[src/hdl/rtemf_pkg.sv]
// Shared types, constants and the type R coefficient table for the
// temperature-to-EMF block. No dependencies.
`timescale 1ns / 1ps
`default_nettype none

package rtemf_pkg;

  localparam int FRAC_BITS = 48;
  localparam int XSHIFT    = 11;
  localparam int TEMP_W    = 20;
  localparam int EMF_W     = 19;
  localparam int FIX_W     = 64;
  localparam int NCOEF     = 21;

  typedef logic signed [TEMP_W-1:0] temp_t;
  typedef logic signed [EMF_W-1:0]  emf_t;
  typedef logic signed [FIX_W-1:0]  fix_t;

  localparam temp_t T_LOW  = -20'sd5000;
  localparam temp_t T_HIGH = 20'sd176810;
  localparam temp_t T_SEG1 = 20'sd106418;
  localparam temp_t T_SEG2 = 20'sd166450;

  localparam fix_t FIX_MAX = {1'b0, {(FIX_W-1){1'b1}}};
  localparam fix_t FIX_MIN = {1'b1, {(FIX_W-1){1'b0}}};
  localparam fix_t EMF_MAX = 64'sd262143;
  localparam fix_t EMF_MIN = -64'sd262144;

  localparam logic [FIX_W-1:0] EMF_SCALE = 64'd10000;

  // first coefficient index and degree of each segment
  localparam logic [4:0] SEG0_FIRST = 5'd0;
  localparam logic [4:0] SEG1_FIRST = 5'd10;
  localparam logic [4:0] SEG2_FIRST = 5'd16;
  localparam logic [3:0] SEG0_DEG   = 4'd9;
  localparam logic [3:0] SEG1_DEG   = 4'd5;
  localparam logic [3:0] SEG2_DEG   = 4'd4;

  // coefficient = mant * 10^-dexp, mV per C^k
  localparam logic signed [63:0] COEF_MANT [NCOEF] = '{
    64'sd0, 64'sd528961729765, 64'sd139166589782, -64'sd238855693017,
    64'sd356916001063, -64'sd462347666298, 64'sd500777441034,
    -64'sd373105886191, 64'sd157716482367, -64'sd281038625251,
    64'sd295157925316, -64'sd252061251332, 64'sd159564501865,
    -64'sd764085947576, 64'sd205305291024, -64'sd293359668173,
    64'sd152232118209, -64'sd268819888545, 64'sd171280280471,
    -64'sd345895706453, -64'sd934633971046
  };
  localparam int COEF_DEXP [NCOEF] = '{
    12, 14, 16, 19, 22, 25, 28, 31, 34, 38,
    11, 14, 16, 20, 23, 27,
    9, 12, 15, 19, 26
  };
  localparam int COEF_POW [NCOEF] = '{
    0, 1, 2, 3, 4, 5, 6, 7, 8, 9,
    0, 1, 2, 3, 4, 5,
    0, 1, 2, 3, 4
  };

  // round(|mant| * 2^(11k + FRAC_BITS) / 10^dexp), signed, saturated
  function automatic fix_t coef_fixed(int idx);
    logic [255:0]      w;
    logic [63:0]       m;
    logic [63:0]       q;
    logic signed [63:0] mv;
    logic              neg;
    int                d;
    mv  = COEF_MANT[idx];
    neg = mv[63];
    m   = neg ? 64'(-mv) : 64'(mv);
    w   = 256'(m) << (XSHIFT * COEF_POW[idx] + FRAC_BITS + 1);
    for (d = 0; d < COEF_DEXP[idx]; d++) begin
      w = w / 256'd10;
    end
    if (|w[255:64]) begin
      q = 64'(FIX_MAX);
    end else begin
      q = (w[63:0] >> 1) + 64'(w[0]);
      if (q[63]) begin
        q = 64'(FIX_MAX);
      end
    end
    return neg ? fix_t'(-q) : fix_t'(q);
  endfunction

  localparam fix_t COEF_TAB [NCOEF] = '{
    coef_fixed(0),  coef_fixed(1),  coef_fixed(2),  coef_fixed(3),
    coef_fixed(4),  coef_fixed(5),  coef_fixed(6),  coef_fixed(7),
    coef_fixed(8),  coef_fixed(9),  coef_fixed(10), coef_fixed(11),
    coef_fixed(12), coef_fixed(13), coef_fixed(14), coef_fixed(15),
    coef_fixed(16), coef_fixed(17), coef_fixed(18), coef_fixed(19),
    coef_fixed(20)
  };

endpackage

`default_nettype wire

[src/hdl/rtemf_if.sv]
// Valid/ready channel interfaces for temperature samples and EMF results.
// Depends on rtemf_pkg.
`timescale 1ns / 1ps
`default_nettype none

interface rtemf_in_if;
  import rtemf_pkg::*;
  logic  valid;
  logic  ready;
  temp_t temp_centi;
  modport source (output valid, output temp_centi, input ready);
  modport sink (input valid, input temp_centi, output ready);
endinterface

interface rtemf_out_if;
  import rtemf_pkg::*;
  logic valid;
  logic ready;
  emf_t emf_tenth_uv;
  logic out_of_range;
  modport source (output valid, output emf_tenth_uv, output out_of_range, input ready);
  modport sink (input valid, input emf_tenth_uv, input out_of_range, output ready);
endinterface

`default_nettype wire

[src/hdl/type_r_thermocouple_temp_to_emf.sv]
// Type R thermocouple temperature to EMF: Horner evaluation on one shared
// 32x32 multiplier, radix-16 scaling divider. Depends on rtemf_pkg, rtemf_if.
// Steps: accept, radix-16 divide of the scaled temperature by 100, then per
// multiply-add on the shared 32x32 multiplier: operand prep, 4 partial
// products, round/add; finally load the output register.
// In-range segments split at 1064.18 C and 1664.5 C; out-of-range samples
// go straight to the output. One sample at a time; next accepted once the result
// moves to the output register. Sync active-high reset clears control state.
`timescale 1ns / 1ps
`default_nettype none

module type_r_thermocouple_temp_to_emf (
  input  logic        clk,
  input  logic        rst,
  rtemf_in_if.sink    sample,
  rtemf_out_if.source result
);
  import rtemf_pkg::*;

  localparam logic [2:0] S_IDLE = 3'd0;
  localparam logic [2:0] S_DIV  = 3'd1;
  localparam logic [2:0] S_PREP = 3'd2;
  localparam logic [2:0] S_MUL  = 3'd3;
  localparam logic [2:0] S_FIN  = 3'd4;
  localparam logic [2:0] S_DONE = 3'd5;

  localparam int TMAG_W     = 18;
  localparam int DIV_DIGITS = (FRAC_BITS - XSHIFT + TMAG_W + 1 + 3) / 4;
  localparam int DIV_W      = DIV_DIGITS * 4;
  localparam int DCNT_W     = $clog2(DIV_DIGITS);
  localparam logic [DCNT_W-1:0] DCNT_LAST = DCNT_W'(DIV_DIGITS - 1);
  localparam logic [127:0] RND = 128'd1 << (FRAC_BITS - 1);

  logic [2:0]        state;
  logic [DIV_W-1:0]  dividend;
  logic [DIV_W-1:0]  quo;
  logic [6:0]        rem;
  logic [DCNT_W-1:0] dcnt;
  logic              x_neg;
  logic [63:0]       xmag;
  fix_t              acc;
  logic [4:0]        first;
  logic [3:0]        k;
  logic              last;
  logic [63:0]       ua;
  logic [63:0]       ub;
  logic              pneg;
  logic [63:0]       pp;
  logic [1:0]        ppsel;
  logic [127:0]      prod;
  logic [2:0]        mcnt;
  emf_t              res_emf;
  logic              res_oor;
  logic              out_valid;
  emf_t              out_emf;
  logic              out_oor;

  temp_t             t;
  temp_t             tneg;
  logic              in_oor;
  logic [TMAG_W-1:0] tmag;
  logic [10:0]       v;
  logic [3:0]        dig;
  logic [10:0]       v_rem;
  logic [DIV_W-1:0]  quo_next;
  logic [31:0]       a_sel;
  logic [31:0]       b_sel;
  logic [63:0]       mul_out;
  logic [127:0]      pp_term;
  logic [4:0]        cidx;
  fix_t              addend;
  logic [63:0]       fin_mag;
  logic              fin_ovf;
  logic [63:0]       magc;
  logic [64:0]       sum;
  fix_t              sum_sat;
  emf_t              emf_clamp;

  assign t      = sample.temp_centi;
  assign tneg   = -t;
  assign in_oor = (t < T_LOW) || (t > T_HIGH);
  assign tmag   = t[TEMP_W-1] ? tneg[TMAG_W-1:0] : t[TMAG_W-1:0];

  // radix-16 digit of the divide by 100
  assign v = {rem, dividend[DIV_W-1 -: 4]};
  always_comb begin
    dig = 4'd0;
    for (int i = 1; i < 16; i++) begin
      if (v >= 11'(i * 100)) begin
        dig = 4'(i);
      end
    end
  end
  assign v_rem    = v - 11'(dig) * 11'd100;
  assign quo_next = {quo[DIV_W-5:0], dig};

  // shared multiplier, partial product order a0b0, a0b1, a1b0, a1b1
  assign a_sel   = mcnt[1] ? ua[63:32] : ua[31:0];
  assign b_sel   = mcnt[0] ? ub[63:32] : ub[31:0];
  assign mul_out = 64'(a_sel) * 64'(b_sel);

  always_comb begin
    case (ppsel)
      2'd0:    pp_term = {64'd0, pp};
      2'd3:    pp_term = {pp, 64'd0};
      default: pp_term = {32'd0, pp, 32'd0};
    endcase
  end

  // round, saturate, add coefficient
  assign cidx    = first + {1'b0, k} - 5'd1;
  assign addend  = last ? '0 : COEF_TAB[cidx];
  assign fin_mag = prod[FRAC_BITS +: 64];
  assign fin_ovf = |prod[127:FRAC_BITS+64];
  assign magc    = (fin_ovf || fin_mag[63]) ? 64'(FIX_MAX) : fin_mag;
  assign sum     = pneg ? {addend[63], addend} - {1'b0, magc}
                        : {addend[63], addend} + {1'b0, magc};

  always_comb begin
    if (sum[64] != sum[63]) begin
      sum_sat = sum[64] ? FIX_MIN : FIX_MAX;
    end else begin
      sum_sat = fix_t'(sum[63:0]);
    end
    if (sum_sat > EMF_MAX) begin
      emf_clamp = emf_t'(EMF_MAX);
    end else if (sum_sat < EMF_MIN) begin
      emf_clamp = emf_t'(EMF_MIN);
    end else begin
      emf_clamp = sum_sat[EMF_W-1:0];
    end
  end

  always_ff @(posedge clk) begin
    if (rst) begin
      state     <= S_IDLE;
      out_valid <= 1'b0;
    end else begin
      if (out_valid && result.ready && (state != S_DONE)) begin
        out_valid <= 1'b0;
      end
      case (state)
        S_IDLE: begin
          if (sample.valid) begin
            if (in_oor) begin
              res_emf <= '0;
              res_oor <= 1'b1;
              state   <= S_DONE;
            end else begin
              x_neg    <= t[TEMP_W-1];
              dividend <= (DIV_W'(tmag) << (FRAC_BITS - XSHIFT)) + DIV_W'(50);
              rem      <= 7'd0;
              dcnt     <= '0;
              last     <= 1'b0;
              if (t < T_SEG1) begin
                first <= SEG0_FIRST;
                k     <= SEG0_DEG;
                acc   <= COEF_TAB[SEG0_FIRST + 5'(SEG0_DEG)];
              end else if (t < T_SEG2) begin
                first <= SEG1_FIRST;
                k     <= SEG1_DEG;
                acc   <= COEF_TAB[SEG1_FIRST + 5'(SEG1_DEG)];
              end else begin
                first <= SEG2_FIRST;
                k     <= SEG2_DEG;
                acc   <= COEF_TAB[SEG2_FIRST + 5'(SEG2_DEG)];
              end
              state <= S_DIV;
            end
          end
        end
        S_DIV: begin
          dividend <= dividend << 4;
          rem      <= v_rem[6:0];
          quo      <= quo_next;
          dcnt     <= dcnt + 1'b1;
          if (dcnt == DCNT_LAST) begin
            xmag  <= 64'(quo_next);
            state <= S_PREP;
          end
        end
        S_PREP: begin
          ua    <= acc[63] ? 64'(-acc) : 64'(acc);
          ub    <= last ? EMF_SCALE : xmag;
          pneg  <= acc[63] ^ (!last && x_neg);
          prod  <= RND;
          mcnt  <= 3'd0;
          state <= S_MUL;
        end
        S_MUL: begin
          if (mcnt <= 3'd3) begin
            pp    <= mul_out;
            ppsel <= mcnt[1:0];
          end
          if (mcnt >= 3'd1) begin
            prod <= prod + pp_term;
          end
          mcnt <= mcnt + 3'd1;
          if (mcnt == 3'd4) begin
            state <= S_FIN;
          end
        end
        S_FIN: begin
          if (last) begin
            res_emf <= emf_clamp;
            res_oor <= 1'b0;
            state   <= S_DONE;
          end else begin
            acc   <= sum_sat;
            k     <= k - 4'd1;
            last  <= (k == 4'd1);
            state <= S_PREP;
          end
        end
        S_DONE: begin
          if (!out_valid || result.ready) begin
            out_valid <= 1'b1;
            out_emf   <= res_emf;
            out_oor   <= res_oor;
            state     <= S_IDLE;
          end
        end
        default: begin
          state <= S_IDLE;
        end
      endcase
    end
  end

  assign sample.ready        = (state == S_IDLE);
  assign result.valid        = out_valid;
  assign result.emf_tenth_uv = out_emf;
  assign result.out_of_range = out_oor;

  a_oor_zero: assert property (@(posedge clk) disable iff (rst)
    result.valid && result.out_of_range |-> result.emf_tenth_uv == '0)
    else $error("out-of-range beat carries nonzero EMF");

  a_busy_after_accept: assert property (@(posedge clk) disable iff (rst)
    sample.valid && sample.ready |=> !sample.ready)
    else $error("sample taken while previous one in flight");

  a_step_index: assert property (@(posedge clk) disable iff (rst)
    (state == S_FIN) && !last |-> k != 4'd0)
    else $error("Horner step index underflow");

  a_done_loads: assert property (@(posedge clk) disable iff (rst)
    (state == S_DONE) && (!out_valid || result.ready) |=> out_valid && (state == S_IDLE))
    else $error("finished result not moved to output register");

endmodule

`default_nettype wire
[src/flat_wrapper.sv]
// flat-port wrapper written by rule: the top's interface ports become plain ports
module type_r_thermocouple_temp_to_emf_flat import rtemf_pkg::*;
  (clk, rst, sample_valid, sample_temp_centi, sample_ready, result_valid, result_emf_tenth_uv, result_out_of_range, result_ready);
  rtemf_in_if sample_i ();
  rtemf_out_if result_i ();
  input  logic clk;
  input  logic rst;
  input wire logic [$bits(sample_i.valid)-1:0] sample_valid;
  input wire logic [$bits(sample_i.temp_centi)-1:0] sample_temp_centi;
  output wire logic [$bits(sample_i.ready)-1:0] sample_ready;
  output wire logic [$bits(result_i.valid)-1:0] result_valid;
  output wire logic [$bits(result_i.emf_tenth_uv)-1:0] result_emf_tenth_uv;
  output wire logic [$bits(result_i.out_of_range)-1:0] result_out_of_range;
  input wire logic [$bits(result_i.ready)-1:0] result_ready;
  assign sample_i.valid = sample_valid;
  assign sample_i.temp_centi = sample_temp_centi;
  assign sample_ready = sample_i.ready;
  assign result_valid = result_i.valid;
  assign result_emf_tenth_uv = result_i.emf_tenth_uv;
  assign result_out_of_range = result_i.out_of_range;
  assign result_i.ready = result_ready;
  type_r_thermocouple_temp_to_emf u_core (.clk(clk), .rst(rst), .sample(sample_i), .result(result_i));
endmodule
[config.mk]
export PLATFORM = sky130hd
export DESIGN_NAME = type_r_thermocouple_temp_to_emf_flat
export DESIGN_NICKNAME = d
export VERILOG_FILES = /design/src/hdl/rtemf_pkg.sv /design/src/hdl/rtemf_if.sv /design/src/hdl/type_r_thermocouple_temp_to_emf.sv /design/src/flat_wrapper.sv
export SDC_FILE = /design/constraint.sdc
export NUM_CORES = 2
export LEC_CHECK = 0
export BUFFER_PORTS_ARGS = -buffer_cell sky130_fd_sc_hd__buf_2
export CELL_PAD_IN_SITES_DETAIL_PLACEMENT = 0
export CELL_PAD_IN_SITES_GLOBAL_PLACEMENT = 2
export CORE_MARGIN = 2
export CORE_UTILIZATION = 42
export DETAILED_ROUTE_END_ITERATION = 6
export GPL_TIMING_DRIVEN = 0
export HOLD_SLACK_MARGIN = 0.15
export MAX_ROUTING_LAYER = met4
export PLACE_DENSITY = 0.91
export REMOVE_ABC_BUFFERS = 1
export SETUP_SLACK_MARGIN = 0.05
export SLEW_MARGIN = 20
export SYNTH_ARGS = -nofsm -noshare
export SYNTH_HDL_FRONTEND = slang
export SYNTH_SLANG_ARGS = --single-unit
export TNS_END_PERCENT = 30
[constraint.sdc]
create_clock -name clk -period 31.4 [get_ports clk]
set_input_delay 6.28 -clock clk [delete_from_list [all_inputs] [get_ports clk]]
set_output_delay 6.28 -clock clk [all_outputs]
set_load 0.005 [all_outputs]
==> impl_results.md <==
- Post-DP HPWL: 184000 um
- Design Area, Final: ~79000 um^2
- Routing usage on met3: 3.83%
- DRC viols: 0
- Vias per inst: about 5.7
- WHS: a little over 400 ps
- Die ar.: 177000 um^2
- Max_cap viols: 0
- Post-synth design cell area: between 70000 and 80000 um^2
- Core area: roughly 170000 um^2
- Num rows: between 150 and 200
- Vias: 58500
- Post-synth EDFFs: 586
- Post-route ant nets: 0
- Gates resized, CTS repair: 0
- Xor/xnor share of the synthesized area: under 10%
- Mux contribution to synthesized area: under 10%
- Mapped Cells: around 8100
- Worst Slack Setup Final: 18350 ps
- Synth Area in Simple Gates: between 10% and 20%
- CP peak stage delay: between 800 and 900 ps
- RSZ-0062 raised after global routing: false
- Die X: ~420 um
- Global-route wire length before repair: 360000 um
- Clock Tree Root: clkbuf_16
- Crit end category: register
- Sink Count: 590
- Cts hold-fix bufs: 0
- Post-synthesis cell type count: between 80 and 90
- CTS tree: done
- H-tree Lvls: 3
- Global placer's final weighted congestion: 0.963
- Antenna violations before repair: 4
- Clock-pin transition on the worst setup and hold timing paths: 70 ps
- Area Overhead vs Synth: 7.84%
- Post-synth top flop: edfxtp_1
- Setup crit start kind: register
- Met2 Use GR: between 40% and 50%
- Syn Area/Cell: between 9 and 10 um^2
- Headroom to the max-slew limit: 23.8%
- Sequential area share after synthesis: 24.2%
- FF+latch count, synth: 590
- Post-layout minimum cycle time: between 10000 and 15000 ps
- Worst hold path type: reg -> reg
- Ys async rst share: 0%
- Total negative slack: 0 ps
- DRT Wirelength: 235000 um
- Synth Area in Compound Gates: 13.1%
- DIE HEIGHT: around 420 um
- Vias in the first global route: slightly below 60000
- Io pins: 46
- Critical Path RT: 31750 ps
- Fmax: 0.0766 GHz
- Crit Path Max Fanout: 55
- CP arrival: ~13000 ps
- First-iteration detailed-routing DRC count: 5346
- Maximum clock path buffer count: 3
- Total grt overflow: 0
- CTS buffer count: 66
- Routed length per instance: 22.9 um
- Detailed Routing Iterations Pass 1: 6
- Adder-Cell Fraction of Synth Area: between 30% and 40%
- Final Skew: 27.9 ps
- Post-CTS setup repair buffer count: 0
- Total global-route track usage: a little over a quarter
- Fin crit share: approximately 42%
- Layout cells sized above 1: around 5.6%
- Syn. warnings: 0
- Final setup viols: 0
- Crit path kind: reg -> reg
- Post-DP Area: around 77000 um^2
- Largest net degree at the start of global routing: 57
- GRT Max-Usage Layer: met2
- Crit-path slowest cell: a2111oi_0
- GRT met1 Usage: between 30 and 40%
- Worst slew pin tran: roughly 1100 ps
- Fin nets: 9277
- Initial Util: roughly 42%
- Status: finished, final reports clean
- Final hold violation count: 0
- Max-slew violation count: 0
- Pre-CTS setup slack: 18810 ps
- Clk Latency, worst-skew pair: slightly below 700 ps
- Largest family of logic cells by synthesized area: adder cells
- Buffers on Ports: 45
state kept, by name, summed over array words and instances, names as in the netlist:
name and flops:
u_core.first 2, u_core.x_neg 1, u_core.acc 64, u_core.last 1
u_core.res_oor 1, u_core.ppsel 2, u_core.dividend 37, u_core.state 3
u_core.res_emf 19, u_core.prod 128, u_core.mcnt 3, u_core.ub 56
u_core.result.out_of_range 1, u_core.result.valid 1, u_core.k 4, u_core.rem 7
u_core.ua 64, u_core.pneg 1, u_core.pp 64, u_core.xmag 56
u_core.quo 52, u_core.result.emf_tenth_uv 19, u_core.dcnt 4
metal layers:
layer / vias to the layer above / routed length [um]
met5: - / 0
met4: 0 / 9000
met3: 387 / 17300
met2: 2206 / 106000
met1: 29500 / 102000
li1: 26400 / -
logic make-up (layout without fill, tap and decap cells):
logic type                 Yosys count  after routing
AOI/OAI and AO/OA                 1508           1508
xor gates and xnor gates           328            328
adders and majority gates         1389           1389
buffers and inverters             1513           1347
DFF                                590            590
muxes                              115            115
other                                0              3
and+or+nand+nor                   2635           2635
worst max-delay path, delay by kind of cell, from the launching register on:
family                   cells  cell delay [ps]
XOR/XNOR                     2              900
buffers and inverters        7             1550
flip-flops                   1              340
adder cells (fa/ha/maj)      5             2590
AND/OR/NAND/NOR             11             2630
AO/OA/AOI/OAI               13             4650
Yosys cell counts, types with 16 or more instances:
cell type / number / area share, %
or4_1: 33 / 0.34
edfxtp_1: 586 / 24
nand3_1: 87 / 0.60
and3_1: 38 / 0.33
fa_1: 900 / 25
nand2_1: 1156 / 5.9
o211ai_1: 16 / 0.16
nand4_1: 81 / 0.69
o31ai_1: 46 / 0.47
a21oi_1: 472 / 3.2
nor2b_1: 101 / 0.86
or2_2: 38 / 0.33
or3_1: 37 / 0.32
nand2b_1: 47 / 0.40
mux2_2: 58 / 0.89
o21a_1: 63 / 0.65
o21ai_0: 309 / 2.1
buf_1: 34 / 0.17
o22ai_1: 36 / 0.31
o41ai_1: 17 / 0.20
a21o_1: 177 / 1.8
nor3_1: 113 / 0.77
and2_1: 147 / 1.3
ha_1: 489 / 8.4
inv_1: 1085 / 5.6
mux2i_1: 57 / 0.78
nor2_1: 652 / 3.3
xnor2_1: 223 / 2.7
xor2_1: 105 / 1.3
o21bai_1: 74 / 0.76
a211oi_1: 40 / 0.41
a31oi_1: 62 / 0.53
a22o_1: 64 / 0.77
nor4_1: 36 / 0.31
clkbuf_1: 392 / 2.0
path summary, 6_finish.rpt:
kind	end	cells after the start	from	slack, ps
max	u_core.res_emf[17]	38	u_core.k[1]	18350
min	u_core.result.emf_tenth_uv[16]	0	u_core.res_emf[16]	410
max reg2reg	u_core.res_emf[17]	38	u_core.k[1]	18350
min reg2reg	u_core.result.emf_tenth_uv[16]	0	u_core.res_emf[16]	410
cell usage in the layout (no fill, tap or decap), types with 26 or more instances in the layout:
cell type | Yosys | layout
nand2_1 | 1156 | 1152
inv_1 | 1085 | 1085
fa_1 | 900 | 899
nor2_1 | 652 | 648
edfxtp_1 | 586 | 586
ha_1 | 489 | 487
a21oi_1 | 472 | 470
o21ai_0 | 309 | 309
xnor2_1 | 223 | 221
a21o_1 | 177 | 177
and2_1 | 147 | 146
nor3_1 | 113 | 110
xor2_1 | 105 | 103
nor2b_1 | 101 | 94
nand3_1 | 87 | 87
nand4_1 | 81 | 81
o21bai_1 | 74 | 74
clkbuf_16 | 0 | 66
a22o_1 | 64 | 64
o21a_1 | 63 | 63
a31oi_1 | 62 | 62
mux2_2 | 58 | 58
nand2b_1 | 47 | 47
o31ai_1 | 46 | 46
buf_2 | 1 | 46
a211oi_1 | 40 | 40
and3_1 | 38 | 38
or2_2 | 38 | 38
or3_1 | 37 | 37
nor4_1 | 36 | 36
o22ai_1 | 36 | 36
or4_1 | 33 | 33
mux2i_1 | 57 | 26
stage by stage:
stage / utilization [%] / instances
after floorplan: - / 7650
after global placement: 43.0 / 10000
after detailed placement: 44.1 / 10100
after CTS: 45.4 / 10200
after global routing: 45.4 / 10200
final: 45.4 / 10200
area by class of cell:
type	instances	area (um^2)
Inverter	1085	4070
Clock inverter	46	586
Sequential cell	590	17700
Multi-Input combinational cell	5975	50100
Fill cell	16600	94600
Clock buffer	70	1670
Antenna cell	3	7.51
Tap cell	2325	2910
Timing Repair Buffer	146	1790
Power is not shown: default switching activity piles up to over one toggle a cycle in this logic, so the estimate is an artifact.
